[config.mk]
export PLATFORM = sky130hd
export DESIGN_NAME = seven_segment_number_display_scanner
export DESIGN_NICKNAME = d
export VERILOG_FILES = /design/src/rtl/ssd_pkg.sv /design/src/rtl/ssd_digit_cell.sv /design/src/rtl/ssd_display.sv /design/src/rtl/seven_segment_number_display_scanner.sv
export SDC_FILE = /design/constraint.sdc
export NUM_CORES = 1
export LEC_CHECK = 0
export ABC_AREA = 1
export BUFFER_PORTS_ARGS = -buffer_cell sky130_fd_sc_hd__buf_2
export CORE_MARGIN = 4
export CORE_UTILIZATION = 38
export CTS_CLUSTER_SIZE = 12
export DETAILED_ROUTE_END_ITERATION = 8
export SLEW_MARGIN = 25
export SYNTH_ARGS = -nofsm -noshare
export SYNTH_HDL_FRONTEND = slang
export SYNTH_SLANG_ARGS = --single-unit
[constraint.sdc]
create_clock -name clock -period 7 [get_ports clock]
set_clock_uncertainty 0.1 [all_clocks]
set_input_delay 0.7 -clock clock [delete_from_list [all_inputs] [get_ports clock]]
set_output_delay 0.7 -clock clock [all_outputs]
set_load 0.02 [all_outputs]
[src/rtl/ssd_pkg.sv]
// ----------------------------------------------------------------------------
// ssd_pkg
// Shared types, segment constants and the digit font for the four-digit
// seven-segment scanner.
// ----------------------------------------------------------------------------
package ssd_pkg;

   localparam int VALUE_W   = 16;
   localparam int DIGIT_W   = 4;
   localparam int NUM_DIGIT = 4;
   localparam int SEG_W     = 8;
   localparam int POS_W     = $clog2(NUM_DIGIT);

   // q / 10 == (q * RECIP_10) >> RECIP_SHIFT for every 16-bit q
   localparam logic [VALUE_W-1:0] RECIP_10    = 16'd52429;
   localparam int                 RECIP_SHIFT = 19;

   localparam logic OP_SCAN = 1'b0;
   localparam logic OP_LOAD = 1'b1;

   localparam logic MODE_DISTANCE = 1'b0;
   localparam logic MODE_PLAIN    = 1'b1;

   localparam logic [SEG_W-1:0] SEG_BLANK = 8'h00;
   localparam logic [SEG_W-1:0] SEG_C     = 8'h58;
   localparam logic [SEG_W-1:0] SEG_N     = 8'h54;

   // One transaction as it travels down the cell chain. digits fills from
   // the top: after four cells it holds thousands, hundreds, tens, units.
   typedef struct packed {
      logic                           op;
      logic [VALUE_W-1:0]             quo;
      logic [NUM_DIGIT*DIGIT_W-1:0]   digits;
   } item_type;

   function automatic logic [SEG_W-1:0] seg_font(input logic [DIGIT_W-1:0] d);
      logic [SEG_W-1:0] seg;
      unique case (d)
         4'd0:    seg = 8'h3f;
         4'd1:    seg = 8'h06;
         4'd2:    seg = 8'h5b;
         4'd3:    seg = 8'h4f;
         4'd4:    seg = 8'h66;
         4'd5:    seg = 8'h6d;
         4'd6:    seg = 8'h7d;
         4'd7:    seg = 8'h07;
         4'd8:    seg = 8'h7f;
         4'd9:    seg = 8'h6f;
         default: seg = SEG_BLANK;
      endcase
      return seg;
   endfunction

endpackage

[src/rtl/ssd_digit_cell.sv]
// ----------------------------------------------------------------------------
// ssd_digit_cell
// One cell of the decimal chain: peels the low decimal digit off the running
// quotient and passes quotient / 10 and the digit list to the next cell.
// ----------------------------------------------------------------------------
module ssd_digit_cell (
   input  logic              clock,
   input  logic              reset,
   input  logic              in_valid,
   output logic              in_ready,
   input  ssd_pkg::item_type in_item,
   output logic              out_valid,
   input  logic              out_ready,
   output ssd_pkg::item_type out_item
);
   import ssd_pkg::*;

   logic                 valid_ff;
   item_type             item_ff;
   item_type             item_in;
   logic [2*VALUE_W-1:0] prod;
   logic [VALUE_W-1:0]   quot;
   logic [VALUE_W-1:0]   times_ten;
   logic [VALUE_W-1:0]   rem;

   assign prod      = {{VALUE_W{1'b0}}, in_item.quo} * {{VALUE_W{1'b0}}, RECIP_10};
   assign quot      = VALUE_W'(prod >> RECIP_SHIFT);
   assign times_ten = (quot << 3) + (quot << 1);
   assign rem       = in_item.quo - times_ten;

   always_comb begin
      item_in        = in_item;
      item_in.quo    = quot;
      item_in.digits = {rem[DIGIT_W-1:0], in_item.digits[NUM_DIGIT*DIGIT_W-1:DIGIT_W]};
   end

   assign in_ready  = !valid_ff || out_ready;
   assign out_valid = valid_ff;
   assign out_item  = item_ff;

   always_ff @(posedge clock) begin
      if (reset) begin
         valid_ff <= 1'b0;
      end else if (in_ready) begin
         valid_ff <= in_valid;
      end
   end

   always_ff @(posedge clock) begin
      if (in_valid && in_ready) begin
         item_ff <= item_in;
      end
   end

endmodule

[src/rtl/ssd_display.sv]
// ----------------------------------------------------------------------------
// ssd_display
// Pattern store, scan position and result register. Loads build the four
// segment patterns from the decimal digits; scans present one digit.
// ----------------------------------------------------------------------------
module ssd_display (
   input  logic                        clock,
   input  logic                        reset,
   input  logic                        csr_wr_en,
   input  logic                        csr_wr_data,
   input  logic                        in_valid,
   output logic                        in_ready,
   input  ssd_pkg::item_type           in_item,
   output logic                        rsp_valid,
   input  logic                        rsp_ready,
   output logic [ssd_pkg::SEG_W-1:0]     rsp_segments,
   output logic [ssd_pkg::NUM_DIGIT-1:0] rsp_digit_enable_n
);
   import ssd_pkg::*;

   logic                 format_mode_ff;
   logic [SEG_W-1:0]     pattern_ff [NUM_DIGIT];
   logic [SEG_W-1:0]     pattern_in [NUM_DIGIT];
   logic [POS_W-1:0]     pos_ff;
   logic                 rsp_valid_ff;
   logic [SEG_W-1:0]     seg_ff;
   logic [NUM_DIGIT-1:0] enable_n_ff;
   logic [NUM_DIGIT-1:0] enable_n_in;
   logic [DIGIT_W-1:0]   d_th, d_h, d_t, d_u;
   logic                 below_100;
   logic                 in_fire;

   assign d_th = in_item.digits[4*DIGIT_W-1:3*DIGIT_W];
   assign d_h  = in_item.digits[3*DIGIT_W-1:2*DIGIT_W];
   assign d_t  = in_item.digits[2*DIGIT_W-1:DIGIT_W];
   assign d_u  = in_item.digits[DIGIT_W-1:0];

   // leftover quotient is value / 10000
   assign below_100 = (in_item.quo == '0) && (d_th == '0) && (d_h == '0);

   always_comb begin
      if (format_mode_ff == MODE_DISTANCE && below_100) begin
         pattern_in[0] = (d_t == '0) ? SEG_BLANK : seg_font(d_t);
         pattern_in[1] = seg_font(d_u);
         pattern_in[2] = SEG_C;
         pattern_in[3] = SEG_N;
      end else begin
         pattern_in[0] = (format_mode_ff == MODE_DISTANCE && d_th == '0) ?
                         SEG_BLANK : seg_font(d_th);
         pattern_in[1] = seg_font(d_h);
         pattern_in[2] = seg_font(d_t);
         pattern_in[3] = seg_font(d_u);
      end
   end

   assign enable_n_in = ~(NUM_DIGIT'(1) << pos_ff);

   assign in_ready           = !rsp_valid_ff || rsp_ready;
   assign in_fire            = in_valid && in_ready;
   assign rsp_valid          = rsp_valid_ff;
   assign rsp_segments       = seg_ff;
   assign rsp_digit_enable_n = enable_n_ff;

   always_ff @(posedge clock) begin
      if (reset) begin
         format_mode_ff <= MODE_DISTANCE;
      end else if (csr_wr_en) begin
         format_mode_ff <= csr_wr_data;
      end
   end

   always_ff @(posedge clock) begin
      if (reset) begin
         for (int i = 0; i < NUM_DIGIT; i++) begin
            pattern_ff[i] <= SEG_BLANK;
         end
         pos_ff       <= '0;
         rsp_valid_ff <= 1'b0;
      end else begin
         rsp_valid_ff <= (rsp_valid_ff && !rsp_ready) ||
                         (in_fire && in_item.op == OP_SCAN);
         if (in_fire) begin
            if (in_item.op == OP_LOAD) begin
               for (int i = 0; i < NUM_DIGIT; i++) begin
                  pattern_ff[i] <= pattern_in[i];
               end
            end else begin
               pos_ff <= pos_ff + 1'b1;
            end
         end
      end
   end

   always_ff @(posedge clock) begin
      if (in_fire && in_item.op == OP_SCAN) begin
         seg_ff      <= pattern_ff[pos_ff];
         enable_n_ff <= enable_n_in;
      end
   end

`ifndef SYNTHESIS
   a_enable_onehot: assert property (@(posedge clock) disable iff (reset)
      rsp_valid_ff |-> $onehot(~enable_n_ff))
      else $error("digit enable is not one-hot low");

   a_scan_advances: assert property (@(posedge clock) disable iff (reset)
      (in_fire && in_item.op == OP_SCAN) |=> pos_ff == POS_W'($past(pos_ff) + 1'b1))
      else $error("scan did not advance position");

   a_load_keeps_pos: assert property (@(posedge clock) disable iff (reset)
      (in_fire && in_item.op == OP_LOAD) |=> $stable(pos_ff))
      else $error("load moved scan position");

   a_enable_matches_pos: assert property (@(posedge clock) disable iff (reset)
      (in_fire && in_item.op == OP_SCAN) |=> enable_n_ff[$past(pos_ff)] == 1'b0)
      else $error("digit enable does not match scanned position");
`endif

endmodule

[src/rtl/seven_segment_number_display_scanner.sv]
// ----------------------------------------------------------------------------
// seven_segment_number_display_scanner
// Four-digit multiplexed seven-segment driver: loads turn a 16-bit value into
// four segment patterns, scans present one digit with its enable.
// ----------------------------------------------------------------------------
//  port group | direction | contents
//  req_*      | in        | valid/ready, op, value
//  rsp_*      | out       | valid/ready, segments, digit_enable_n (one per scan)
//  csr_*      | in        | wr_en, wr_data (format_mode), no wait
//
//  One transaction per cycle while the result side is not stalled; a scan
//  result is registered by the first cell at its accepting edge, then passes
//  three more cells and the result register.
//  Transactions stay in order, so a scan sees every earlier load.
//  A stalled result backs up through full stages only; empty stages still fill.
//  Reset blanks all four patterns, zeroes the position, selects distance mode.
// ----------------------------------------------------------------------------
module seven_segment_number_display_scanner (
   input  logic                          clock,
   input  logic                          reset,
   input  logic                          csr_wr_en,
   input  logic                          csr_wr_data,
   input  logic                          req_valid,
   output logic                          req_ready,
   input  logic                          req_op,
   input  logic [ssd_pkg::VALUE_W-1:0]   req_value,
   output logic                          rsp_valid,
   input  logic                          rsp_ready,
   output logic [ssd_pkg::SEG_W-1:0]     rsp_segments,
   output logic [ssd_pkg::NUM_DIGIT-1:0] rsp_digit_enable_n
);
   import ssd_pkg::*;

   logic     chain_valid [NUM_DIGIT+1];
   logic     chain_ready [NUM_DIGIT+1];
   item_type chain_item  [NUM_DIGIT+1];

   assign chain_valid[0]      = req_valid;
   assign req_ready           = chain_ready[0];
   assign chain_item[0].op     = req_op;
   assign chain_item[0].quo    = req_value;
   assign chain_item[0].digits = '0;

   for (genvar g = 0; g < NUM_DIGIT; g++) begin : g_cell
      ssd_digit_cell u_cell (
         .clock     (clock),
         .reset     (reset),
         .in_valid  (chain_valid[g]),
         .in_ready  (chain_ready[g]),
         .in_item   (chain_item[g]),
         .out_valid (chain_valid[g+1]),
         .out_ready (chain_ready[g+1]),
         .out_item  (chain_item[g+1])
      );
   end

   ssd_display u_display (
      .clock              (clock),
      .reset              (reset),
      .csr_wr_en          (csr_wr_en),
      .csr_wr_data        (csr_wr_data),
      .in_valid           (chain_valid[NUM_DIGIT]),
      .in_ready           (chain_ready[NUM_DIGIT]),
      .in_item            (chain_item[NUM_DIGIT]),
      .rsp_valid          (rsp_valid),
      .rsp_ready          (rsp_ready),
      .rsp_segments       (rsp_segments),
      .rsp_digit_enable_n (rsp_digit_enable_n)
   );

endmodule

Yosys cells after proc, flatten, opt, wreduce, memory -nomap -nowiden --
Memory sizes are Yosys's and may differ from the RTL's. A register that Yosys moved wholly into a read port is not among the register bits. Cells that the tools add are included.
Word-level totals: flip-flop bits (word level) 90, bits in latches 0, bits in writable memories 32, bits in read-only memories 672, memories 7
Memories:
- (no name shown) | words 16, width 7, read ports 1, clocked after Yosys merged registers in 1, wr ports 0, RTL line ssd_pkg.sv:38 | unique case (d)
- (no name shown) | words 16, width 7, read ports 1, clocked after Yosys merged registers in 1, wr ports 0, RTL line ssd_pkg.sv:38
- (no name shown) | words 16, width 7, read ports 1, clocked after Yosys merged registers in 1, wr ports 0, RTL line ssd_pkg.sv:38
- (no name shown) | words 16, width 7, read ports 1, clocked after Yosys merged registers in 1, wr ports 0, RTL line ssd_pkg.sv:38
- (no name shown) | words 16, width 7, read ports 1, clocked after Yosys merged registers in 1, wr ports 0, RTL line ssd_pkg.sv:38
- (no name shown) | words 16, width 7, read ports 1, clocked after Yosys merged registers in 1, wr ports 0, RTL line ssd_pkg.sv:38
- 1 more memories
Cells by class: add/sub/neg operators 9, multiply operators 4, divide/modulo/power cells 0, $lt $le $gt $ge 0, eq/ne operators 0, shift-type cells 1, muxes and demuxes 19, bitwise operators 7, reduce and logical (&&, ||, !) cells 28
Operator list (number):
- $mux W8 | 6
- $mul A16 B16 Y32 const B | 1
- $mux W32 | 1
- $mul A13 B16 Y29 const B | 1
- $mul A10 B16 Y26 const B | 1
- $mux W4 | 6
- $mul A7 B16 Y23 const B | 1
- $add A4 B4 Y4 | 4
- $logic_not A16 Y1 | 1
- $sub A4 B4 Y4 | 4
- $logic_not A4 Y1 | 3
- $logic_and A1 B1 Y1 | 11
- $logic_not A1 Y1 | 6
- $logic_or A1 B1 Y1 | 6
- $mux W1 | 6
- $not A4 Y4 | 1
- $or A1 B1 Y1 | 4
- $shl A1 B2 Y4 const A | 1
- $add A2 B1 Y2 const B | 1
- $not A1 Y1 | 2
- $reduce_and A2 Y1 | 1

Depth between registers and ports, before layout --
Gate-level depths: netlist of run 1.
depth in word-level cells 7, mapped depth 29

Cells and area by module --
From an unflattened synthesis of run 1, not the netlist that was laid out.
Unflattened totals: cells, all modules 3013, area total of the unflattened synthesis 27293.7 um2
Modules (own cells, without submodules):
- ssd_digit_cell (g_cell[1].u_cell) | instances 1, cells an instance 687, area each 6173.4 um2
- ssd_digit_cell (g_cell[0].u_cell) | instances 1, cells an instance 683, area each 6159.7 um2
- ssd_digit_cell (g_cell[2].u_cell) | instances 1, cells an instance 658, area each 6078.3 um2
- ssd_digit_cell (g_cell[3].u_cell) | instances 1, cells an instance 651, area each 6042.0 um2
- ssd_display | instances 1, cells an instance 333, area each 2836.5 um2
- seven_segment_number_display_scanner | instances 1, cells an instance 1, area each 3.8 um2

Worst setup path after synthesis of run 1 --
Ideal clock, no wire load.
path type input to register, start input port req_value[8] (netlist bit), end register g_cell[0].u_cell.item_ff, in the netlist g_cell[0].u_cell.out_item[15] (data pin), setup time 249 ps, data arrival time 5446 ps, slack 1205 ps, stages on the path 23, buffers on the path 0, cell sequence ha_1 -> fa_1 -> inv_1 -> fa_1 -> fa_1 -> inv_1 -> fa_1 -> inv_1 -> fa_1 -> inv_1 -> ha_1 -> nand2_1 -> nor4_1 -> nand2_1 -> nand2_1 -> xor2_1 -> ha_1 -> xnor2_1 -> nand3b_1 -> nand2_1 -> nand3_1 -> nand2_1 -> inv_1
On the way: longest elaborated chain between the ends 3
Ends and longest elaborated chain:
- from (decl) | RTL line seven_segment_number_display_scanner.sv:26 | input logic [ssd_pkg::VALUE_W-1:0] req_value,
- $mul A16 B16 Y32 | RTL line ssd_digit_cell.sv:26 | assign prod = {{VALUE_W{1'b0}}, in_item.quo} * {{VALUE_W{1'b0}}, RECIP_10};
- via g_cell[0].u_cell.prod[20] | RTL line ssd_digit_cell.sv:21 | logic [2*VALUE_W-1:0] prod;
- $add A4 B4 Y4 | RTL line ssd_digit_cell.sv:28 | assign times_ten = (quot << 3) + (quot << 1);
- $sub A4 B4 Y4 | RTL line ssd_digit_cell.sv:29 | assign rem = in_item.quo - times_ten;
- via g_cell[0].u_cell.rem[3] | RTL line ssd_digit_cell.sv:24 | logic [VALUE_W-1:0] rem;
- to (signal assigned) | RTL line ssd_digit_cell.sv:51 | item_ff <= item_in;
- to (decl) | RTL line ssd_digit_cell.sv:19 | item_type item_ff;
The timed path passes the listed nets, and every way through them passes these cells. A chain may end at the register's enable or synchronous reset.

Worst setup path in the final report of run 1 --
Ends and elaborated chain as after synthesis.

==> impl_metrics.py, run 1 <==
metrics = {
    "status": {
        "outcome": "finished, final reports clean",
    },
    "floorplanning": {
        "core_um2": 46900,
        "dieArea_um2": 51200,
        "die_w_um": 226,
        "io_pins": 37,
        "initial_utilization_pct": 38.7,
        "die_h_um": 226,
        "rows": 79,
    },
    "synth": {
        "synth_xor_area_share_pct": 2.31,
        "synthesis.instances": 1987,
        "synth_fa_ha_area_share_pct": 43.9,
        "netlist_area_um2": 18100,
        "ys_warn_count": 0,
        "synth-main-ff-cell": "edfxtp_1",
        "synth_top_family_by_area": "adder cells",
        "synth-seq-cells": 153,
        "synth-simple-area-share_pct": 12.0,
        "synth-compound-area-share_pct": 7.40,
        "avgSynthCellArea_um2": 9.11,
        "synth-edff-count": 117,
        "synth.distinct_cells": 51,
        "yosysSeqAreaShare_pct": 23.4,
        "syn_nets": 2545,
        "async_flop_share_pct": 0,
        "synthMuxAreaShare_pct": 0,
    },
    "routing": {
        "antenna_left": 0,
        "via_count": 12500,
        "avgViaCountPerCell": 4.72,
        "wire_per_inst_um": 14.2,
        "wirelength_mm": 37.7,
        "drc": 0,
        "first_pass_iters": 5,
        "drt_iter0_drc": 555,
    },
    "hold_path": {
        "hold_path.startpoint": "g_cell[1].u_cell.out_item[10]$_DFFE_PP_",
        "min_path_type": "flip-flop to flip-flop",
    },
    "clock_tree": {
        "post_cts_buffers": 0,
        "tritoncts": "done",
        "insertion_delay_ns": 0.44,
        "cts_root_buf": "clkbuf_16",
        "cts.repair.resized": 0,
        "cts_buffers": 17,
        "htree_levels": 4,
        "clk_pin_slew_ns": 0.07,
        "clkSinkCount": 153,
        "ctsHoldBuffers": 0,
        "cts_buffer_depth": 2,
    },
    "worst_setup_path": {
        "worstPathRequired_ns": 7.10,
        "arrival_ns": 6.04,
        "setup.worst_path.class": "primary input to flip-flop",
        "r2r-start": "g_cell[0].u_cell.out_item[27]$_DFFE_PP_",
        "start_kind": "primary input",
        "end_kind": "flip-flop",
        "path_max_fanout": 5,
        "critPathLaunch": "req_value[8]",
    },
    "global_route": {
        "grt_use_met2_pct": 26.0,
        "antenna_found_initial": 1,
        "grt_overflow_total": 0,
        "grtUsageMet1_pct": 21.2,
        "met3_usage_pct": 2.33,
        "grt_start_max_net_pins": 36,
        "grt_pass1_wl_mm": 63.7,
        "busiest_layer": "met2",
        "gr-usage-all-layers_pct": 15.4,
        "grt_pass1_vias": 13000,
    },
    "timing": {
        "tns_ns": 0,
        "maxSlewHeadroom_pct": 49.8,
        "tightest_slew_ns": 0.752,
        "fmax_ghz": 0.168,
        "rsz0062_at_grt": "false",
        "timing.final.hold_violations": 0,
        "fin_crit_ns": 5.95,
        "finalSetupViolCount": 0,
        "finalMaxSlewViolations": 0,
        "period_share_pct": 84.9,
    },
    "cells_and_area": {
        "diodes": 0,
        "fin_nets": 2592,
        "n_fill_cell": 4572,
        "final_cells": 2654,
        "area_growth_pct": 8.41,
        "drive_above_1_share_pct": 6.25,
    },
    "placed_design": {
        "dp_hpwl_mm": 33.4,
        "place_congestion": 0.914,
        "dp_cells": 2622,
        "io_buffer_count": 35,
    },
    "flow_run": {
        "drv_cap": 0,
    },
}
critical path: stages:
cell and delay, ns:
buf_2 0.15, ha_1 0.37, fa_1 0.57, inv_1 0.06
fa_1 0.53, fa_1 0.54, inv_1 0.05, fa_1 0.53
inv_1 0.05, fa_1 0.53, inv_1 0.04, ha_1 0.34
nand2_1 0.12, nor4_1 0.29, nand2_1 0.09, nand2_1 0.13
xor2_1 0.23, ha_1 0.20, xnor2_1 0.08, nand3b_1 0.19
nand2_1 0.08, nand3_1 0.06, nand2_1 0.06, inv_1 0.04
worst paths after layout:
kind / to / depth (start not counted) / slack (ns)
setup reg to reg: g_cell[1].u_cell.out_item[15]$_DFFE_PP_ / 27 / 1.22
hold / removal: g_cell[2].u_cell.out_item[6]$_DFFE_PP_ / 0 / 0.31
hold reg to reg: g_cell[2].u_cell.out_item[6]$_DFFE_PP_ / 0 / 0.31
setup / recovery: g_cell[0].u_cell.out_item[15]$_DFFE_PP_ / 24 / 1.05
layer usage:
| layer | vias up | wire length [um] |
|---|---|---|
| met2 | 140 | 18100 |
| li1 | 6424 | - |
| met3 | 28 | 1030 |
| met1 | 5942 | 18200 |
| met4 | 0 | 445 |
| met5 | - | 0 |
synthesized netlist by cell type, types with 2 or more instances:
cell type | instances | area [um2]
a21boi_0 | 4 | 30.0
a21o_1 | 11 | 82.6
a21oi_1 | 99 | 495
a21oi_2 | 3 | 26.3
a31oi_1 | 7 | 43.8
buf_2 | 4 | 20.0
buf_4 | 2 | 15.0
clkbuf_1 | 3 | 11.3
dfxtp_1 | 36 | 721
edfxtp_1 | 117 | 3510
fa_1 | 168 | 3360
ha_1 | 367 | 4590
inv_1 | 511 | 1920
inv_2 | 5 | 18.8
nand2_1 | 250 | 938
nand2_2 | 13 | 81.3
nand3_1 | 62 | 310
nand3_2 | 5 | 50.1
nand3b_1 | 7 | 52.6
nand4_1 | 10 | 62.6
nor2_1 | 94 | 353
nor2_2 | 2 | 12.5
nor3_1 | 12 | 60.1
nor4_1 | 9 | 56.3
o211ai_1 | 3 | 22.5
o21a_1 | 3 | 22.5
o21ai_0 | 70 | 350
o21ai_1 | 3 | 15.0
o21ai_2 | 9 | 78.8
o21bai_1 | 8 | 60.1
o221ai_1 | 3 | 26.3
o22ai_1 | 7 | 43.8
or2_1 | 6 | 37.5
or2_2 | 13 | 81.3
xnor2_1 | 25 | 219
xor2_1 | 21 | 184
final cells by class:
class | instances | area, um2 | share of cell area (%)
Tap cell | 607 | 759 | 3.87
Timing Repair Buffer | 37 | 190 | 0.969
Inverter | 516 | 1940 | 9.87
Sequential cell | 153 | 4230 | 21.6
Clock inverter | 15 | 189 | 0.962
Clock buffer | 17 | 425 | 2.17
Multi-Input combinational cell | 1309 | 11900 | 60.6
layout by cell type, fill, tap and decap left out, types with 7 or more instances in the layout:
cell and n:
a21o_1 11, nand3_1 62, edfxtp_1 117, fa_1 168, inv_1 511, nor3_1 12
nand2_2 14, dfxtp_1 36, buf_2 35, or2_2 13, nor4_1 9, clkbuf_16 17
o21bai_1 8, a31oi_1 7, o21ai_0 70, a21oi_1 99, xor2_1 21, nand2_1 249
xnor2_1 25, nand4_1 10, o21ai_2 9, nor2_1 93, ha_1 367, o22ai_1 7
nand3b_1 7
per-stage QoR:
step	setup WS, ns	utilization [%]	area (um2)	hold WS [ns]
finish	1.05	41.9	19600	0.313
global route	0.677	41.9	19600	0.335
CTS	1.09	41.9	19600	0.316
detailed placement	0.641	40.6	19000	0.305
global placement	0.666	40.6	19000	0.303
floorplan	1.20	-	18100	0.300
cell families (layout without fill, tap and decap cells):
group           after synthesis  after routing
fa+ha+maj                   535            535
buf+inv                     525            585
simple gates                491            491
compound gates              235            235
flops                       153            153
xor+xnor                     47             47
other cells                   1              1
Power of run 1 is left out: the tool's default activity adds up to more than one toggle a clock period on the data nets, which glitch-free logic cannot reach.
==> run 2: changes to the inputs <==
--- a/config.mk
+++ b/config.mk
@@ -5,7 +5,7 @@
 export SDC_FILE = /design/constraint.sdc
 export NUM_CORES = 1
 export LEC_CHECK = 0
-export ABC_AREA = 1
+export ABC_AREA = 0
 export BUFFER_PORTS_ARGS = -buffer_cell sky130_fd_sc_hd__buf_2
 export CORE_MARGIN = 4
 export CORE_UTILIZATION = 38
==> constraint.sdc (replaced) <==
create_clock -name clock -period 5.8 [get_ports clock]
set_clock_uncertainty 0.1 [all_clocks]
set_input_delay 0.58 -clock clock [delete_from_list [all_inputs] [get_ports clock]]
set_output_delay 0.58 -clock clock [all_outputs]
set_load 0.02 [all_outputs]
==> run 2 against run 1 <==
  * Final area fell by 2.3%
  * Sequential share of layout area rose by 0.51 points
  * Synthesized cell count fell by 21%
  * Worst hold slack got worse by 0.077 ns
  * Global-route usage fell by 1.3 points
  * Critical path depth fell by 3
  * Via count fell by 15%
  * Clock-buffer cell count did not move
  * Utilization rose by 2.4 points
  * Wire length fell by 15%
  * Highest routed layer unchanged
==> impl_metrics.py, run 2 <==
metrics = {
    "synth": {
        "async_flop_share_pct": 0,
        "synth_top_family_by_area": "adder cells",
        "synth.most_common_cell": "inv_1",
        "synth-main-ff-cell": "edfxtp_1",
        "syn_nets": 2126,
        "netlist_area_um2": 16700,
        "yosys-top-cells-count": "inv_1 (414), ha_1 (367), fa_1 (168)",
        "synth_top_area_cell": "ha_1",
        "synthMuxAreaShare_pct": 2.27,
        "synth.top_cell.area_share_pct": 27.5,
        "ys_warn_count": 0,
        "yosysSeqAreaShare_pct": 25.4,
        "synth-edff-count": 117,
        "synth_xor_area_share_pct": 3.18,
        "synth-compound-area-share_pct": 6.32,
        "synth.distinct_cells": 61,
        "synth-simple-area-share_pct": 5.57,
        "synth.area.top_cells": "ha_1 (28%), edfxtp_1 (21%), fa_1 (20%)",
        "avgSynthCellArea_um2": 10.6,
        "synth-seq-cells": 153,
        "synth_fa_ha_area_share_pct": 47.7,
        "synthesis.instances": 1568,
    },
    "worst_setup_path": {
        "end_kind": "flip-flop",
        "setup.worst_path.class": "primary input to flip-flop",
        "start_kind": "primary input",
        "worstPathRequired_ns": 5.88,
        "arrival_ns": 5.69,
        "path_max_fanout": 4,
    },
    "clock_tree": {
        "clkSinkCount": 153,
        "htree_levels": 4,
        "insertion_delay_ns": 0.43,
        "cts_buffer_depth": 2,
        "cts_root_buf": "clkbuf_16",
        "tritoncts": "done",
        "ctsHoldBuffers": 0,
        "cts_buffers": 17,
        "clk_pin_slew_ns": 0.07,
    },
    "cells_and_area": {
        "area_growth_pct": 15.0,
        "diodes": 0,
        "final_cell_mix": "inv_1 (411), ha_1 (351), fa_1 (165)",
        "multi_input_area_um2": 11200,
        "fin_nets": 2260,
        "final_common_cell": "inv_1",
        "n_fill_cell": 4042,
        "regArea_um2": 4230,
        "drive_above_1_share_pct": 12.9,
    },
    "floorplanning": {
        "core_um2": 43300,
        "io_pins": 37,
        "rows": 76,
        "die_h_um": 218,
        "dieArea_um2": 47300,
        "initial_utilization_pct": 38.6,
        "die_w_um": 218,
    },
    "routing": {
        "drc": 0,
        "antenna_left": 0,
        "via_count": 10600,
        "avgViaCountPerCell": 4.62,
        "drt_iter0_drc": 431,
        "wire_per_inst_um": 13.9,
        "first_pass_iters": 5,
        "wirelength_mm": 31.9,
    },
    "global_route": {
        "grt_overflow_total": 0,
        "grt_pass1_wl_mm": 54.5,
        "grt_pass1_vias": 11200,
        "antenna_found_initial": 0,
        "grt_start_max_net_pins": 40,
        "gr-usage-all-layers_pct": 14.1,
    },
    "timing": {
        "finalMaxSlewViolations": 0,
        "finalSetupViolCount": 0,
        "rsz0062_at_grt": "true",
        "tightest_slew_ns": 0.840,
        "setup_ws_ns": 0.188,
        "maxSlewHeadroom_pct": 43.9,
        "period_share_pct": 96.8,
        "tns_ns": 0,
        "timing.final.hold_violations": 0,
        "fin_crit_ns": 5.61,
        "fmax_ghz": 0.178,
    },
    "flow_run": {
        "drv_cap": 0,
    },
    "placed_design": {
        "place_ws_ns": -0.397,
        "dp_hpwl_mm": 27.8,
        "place_congestion": 0.917,
        "io_buffer_count": 35,
    },
    "hold_path": {
        "min_path_type": "primary input to flip-flop",
    },
    "status": {
        "outcome": "finished, final reports clean",
    },
}
-- run 2: cell count changes in the layout (fill, tap and decap cells not counted), moves of 11 or more --
| cell | change |
|---|---|
| nand2_1 | -185 |
| inv_1 | -100 |
| buf_4 | +89 |
| nand3_1 | -51 |
| o21ai_0 | -51 |
| a21oi_1 | -43 |
| nor2_1 | -23 |
| xnor2_1 | +19 |
| mux2i_1 | +18 |
| ha_1 | -16 |
| ha_4 | +13 |
| nand2_2 | -13 |
| xor2_1 | -11 |
-- run 2: logic make-up (layout without fill, tap and decap cells) --
logic type	after synthesis	after routing
AO/OA/AOI/OAI	162	162
other	1	1
adder cells (fa/ha/maj)	535	535
multiplexers	28	28
flip-flops	153	153
buffers and inverters	424	571
XOR/XNOR	59	59
AND/OR/NAND/NOR	206	206
-- run 2: final cells by class --
class,count,area share (%)
clock inverters,15,0.972
well taps,585,3.82
clock buffers,17,2.22
multi-input cells,991,58.4
flip-flops and latches,153,22.1
repair buffers,124,4.44
inverters,415,8.12
-- run 2: worst max-delay path: stages --
cell and delay [ns]:
buf_2 0.14, ha_1 0.30, inv_1 0.07, fa_2 0.55, inv_1 0.06, fa_1 0.47, fa_2 0.41, fa_1 0.51
inv_1 0.05, fa_1 0.51, inv_2 0.05, ha_4 0.21, a21o_1 0.18, a21o_1 0.17, a21o_1 0.16, or3_4 0.34
o22ai_4 0.13, o22ai_2 0.12, or4_4 0.48, o311ai_2 0.09, xnor2_1 0.10
-- run 2: per-stage QoR --
stage               cell area [um2]  std cells  hold WS [ns]  utilization [%]
floorplan                     16800       1568         0.300                -
global placement              18300       2262         0.302             42.3
detailed placement            18300       2262         0.305             42.4
CTS                           18900       2294         0.220             43.8
global route                  19200       2300         0.215             44.3
finish                        19200       2300         0.235             44.3
-- run 2: routing by layer --
layer	wire, um	global-route usage [%]
met1	15100	19.3
met2	15600	24.2
met3	870	1.59
met4	355	3.05
met5	0	0
-- run 2: worst paths after layout --
path                                           startpoint                                 endpoint  slack (ns)  cells after the start
setup reg to reg  g_cell[0].u_cell.out_item[27]$_DFFE_PP_  g_cell[1].u_cell.out_item[15]$_DFFE_PP_        0.27                     22
hold reg to reg   g_cell[0].u_cell.out_item[32]$_DFFE_PP_  g_cell[1].u_cell.out_item[32]$_DFFE_PP_        0.32                      0
setup / recovery                             req_value[7]  g_cell[0].u_cell.out_item[26]$_DFFE_PP_        0.19                     21
hold / removal                                     req_op  g_cell[0].u_cell.out_item[32]$_DFFE_PP_        0.24                      1
-- run 2: repair_timing --
item | 4_1_cts | 5_1_grt
hold endpoints to repair | 0 | 0
gates resized for setup | 1 | 30
endpoints found under the setup margin | 1 | 12
setup buffers | 0 | 6
pin swaps | 0 | 25
Power of run 2 is left out for the same reason.
==> run 3: changes to the inputs <==
--- a/config.mk
+++ b/config.mk
@@ -9,6 +9,7 @@
 export BUFFER_PORTS_ARGS = -buffer_cell sky130_fd_sc_hd__buf_2
 export CORE_MARGIN = 4
 export CORE_UTILIZATION = 38
+export CTS_BUF_LIST = sky130_fd_sc_hd__clkbuf_8
 export CTS_CLUSTER_SIZE = 12
 export DETAILED_ROUTE_END_ITERATION = 8
 export SLEW_MARGIN = 25
==> run 3 against run 2 <==
  * Via count shrank 0.40%
  * Final cell count is essentially flat
  * Wire length shrank 0.82%
==> impl_metrics.py, run 3 (synthesis results as in run 2) <==
metrics = {
    "hold_path": {
        "holdPathStages": 1,
        "hold_path.startpoint": "req_op",
        "min_path_type": "primary input to flip-flop",
        "holdPathEnd": "g_cell[0].u_cell.out_item[32]$_DFFE_PP_",
    },
    "cells_and_area": {
        "final_cell_mix": "inv_1 (412), ha_1 (355), fa_1 (165)",
        "diodes": 0,
        "n_fill_cell": 4085,
        "fin_nets": 2259,
        "final_common_cell": "inv_1",
        "area_growth_pct": 13.5,
        "drive_above_1_share_pct": 12.5,
    },
    "worst_setup_path": {
        "path_max_fanout": 4,
        "crit_family": "adder cells",
        "ff2ff_path_depth": 19,
        "critPathMaxStageDelay_ns": 0.60,
        "crit_slowest_cell": "fa_1",
        "critPathLaunch": "req_value[7]",
        "arrival_ns": 5.75,
        "reg2reg_slack_ns": 0.27,
        "setup.worst_path.class": "primary input to flip-flop",
        "end_kind": "flip-flop",
        "crit_chain": "buf_2, ha_1, inv_1, fa_2, inv_1, fa_1, fa_2, fa_1, fa_2, ha_1, a21o_1, a21o_1, a21o_1, or3_4, o22ai_4, o22ai_2, or4_1, o311ai_2, xnor2_1",
        "r2r-start": "g_cell[0].u_cell.out_item[21]$_DFFE_PP_",
        "worstPathRequired_ns": 5.92,
        "start_kind": "primary input",
        "path_buf_inv": 3,
        "r2r-end": "g_cell[1].u_cell.out_item[15]$_DFFE_PP_",
    },
    "timing": {
        "period_share_pct": 97.1,
        "finalMaxSlewViolations": 0,
        "maxSlewHeadroom_pct": 44.4,
        "timing.final.hold_violations": 0,
        "tns_ns": 0,
        "fmax_ghz": 0.178,
        "fin_crit_ns": 5.63,
        "tightest_slew_ns": 0.832,
        "finalSetupViolCount": 0,
    },
    "flow_run": {
        "drv_cap": 0,
    },
    "global_route": {
        "gr-usage-all-layers_pct": 14.0,
        "grt_overflow_total": 0,
        "grt_pass1_vias": 11100,
        "grt_start_max_net_pins": 40,
        "antenna_found_initial": 0,
        "grt_pass1_wl_mm": 54.3,
    },
    "clock_tree": {
        "cts_buffers": 17,
        "tritoncts": "done",
        "clkSinkCount": 153,
        "ctsHoldBuffers": 0,
        "insertion_delay_ns": 0.46,
        "clk_pin_slew_ns": 0.11,
        "htree_levels": 4,
        "cts_buffer_depth": 2,
        "cts_root_buf": "clkbuf_8",
    },
    "floorplanning": {
        "die_h_um": 218,
        "core_um2": 43300,
        "io_pins": 37,
        "rows": 76,
        "die_w_um": 218,
        "dieArea_um2": 47300,
        "initial_utilization_pct": 38.6,
    },
    "routing": {
        "drc": 0,
        "wire_per_inst_um": 13.8,
        "wirelength_mm": 31.7,
        "avgViaCountPerCell": 4.60,
        "drt_iter0_drc": 443,
        "antenna_left": 0,
        "first_pass_iters": 5,
        "via_count": 10600,
    },
    "placed_design": {
        "dp_hpwl_mm": 27.8,
        "io_buffer_count": 35,
        "place_congestion": 0.917,
    },
    "status": {
        "outcome": "finished, final reports clean",
    },
}
-- run 3: area by class of cell --
class                           count  area, um2  share of cell area [%]
Tap cell                          585        732                    3.86
Multi-Input combinational cell    991      11200                    58.9
Clock inverter                     15        186                   0.984
Clock buffer                       17        234                    1.24
Timing Repair Buffer              123        838                    4.43
Inverter                          415       1560                    8.22
Sequential cell                   153       4230                    22.4
-- run 3: worst max path at each step --
stage | end | slack (ns) | cells after the start
detailed placement | g_cell[0].u_cell.out_item[15]$_DFFE_PP_ | -0.40 | 24
global placement | g_cell[0].u_cell.out_item[15]$_DFFE_PP_ | -0.31 | 24
CTS | g_cell[1].u_cell.out_item[15]$_DFFE_PP_ | 0.03 | 20
floorplan | g_cell[0].u_cell.out_item[26]$_DFFE_PP_ | -0.009 | 18
global route | g_cell[0].u_cell.out_item[15]$_DFFE_PP_ | -0.02 | 24
finish | g_cell[0].u_cell.out_item[26]$_DFFE_PP_ | 0.17 | 19
-- run 3: metal layers --
layer / wire, um / part of all wire, % / track usage, %
met1: 15000 / 47 / 19.2
met4: 366 / 1.2 / 2.90
met3: 900 / 2.8 / 1.69
met2: 15400 / 49 / 24.0
met5: 0 / 0 / 0
-- run 3: worst reg2reg max path, delay by kind of cell, from the launching register on --
kind	cells	cell delay (ns)
adders and majority gates	7	3.08
and+or+nand+nor	5	0.62
buffers and inverters	3	0.30
DFF	1	0.41
xor gates and xnor gates	3	0.46
AOI/OAI and AO/OA	1	0.30
-- run 3: stage by stage --
stage	setup WS (ns)	instances	area [um2]	utilization, %	hold slack [ns]
detailed placement	-0.397	2262	18300	42.4	0.305
CTS	0.0314	2294	18800	43.3	0.171
floorplan	-0.00865	1568	16800	-	0.300
global route	-0.0167	2299	18900	43.8	0.161
global placement	-0.314	2262	18300	42.3	0.302
finish	0.169	2299	18900	43.8	0.202
-- run 3: timing repair --
| action | 4_1_cts | 5_1_grt |
|---|---|---|
| setup endpoints to repair | 0 | 9 |
| setup buffers | 0 | 5 |
| resized for setup | 0 | 22 |
Power of run 3 is left out for the same reason.
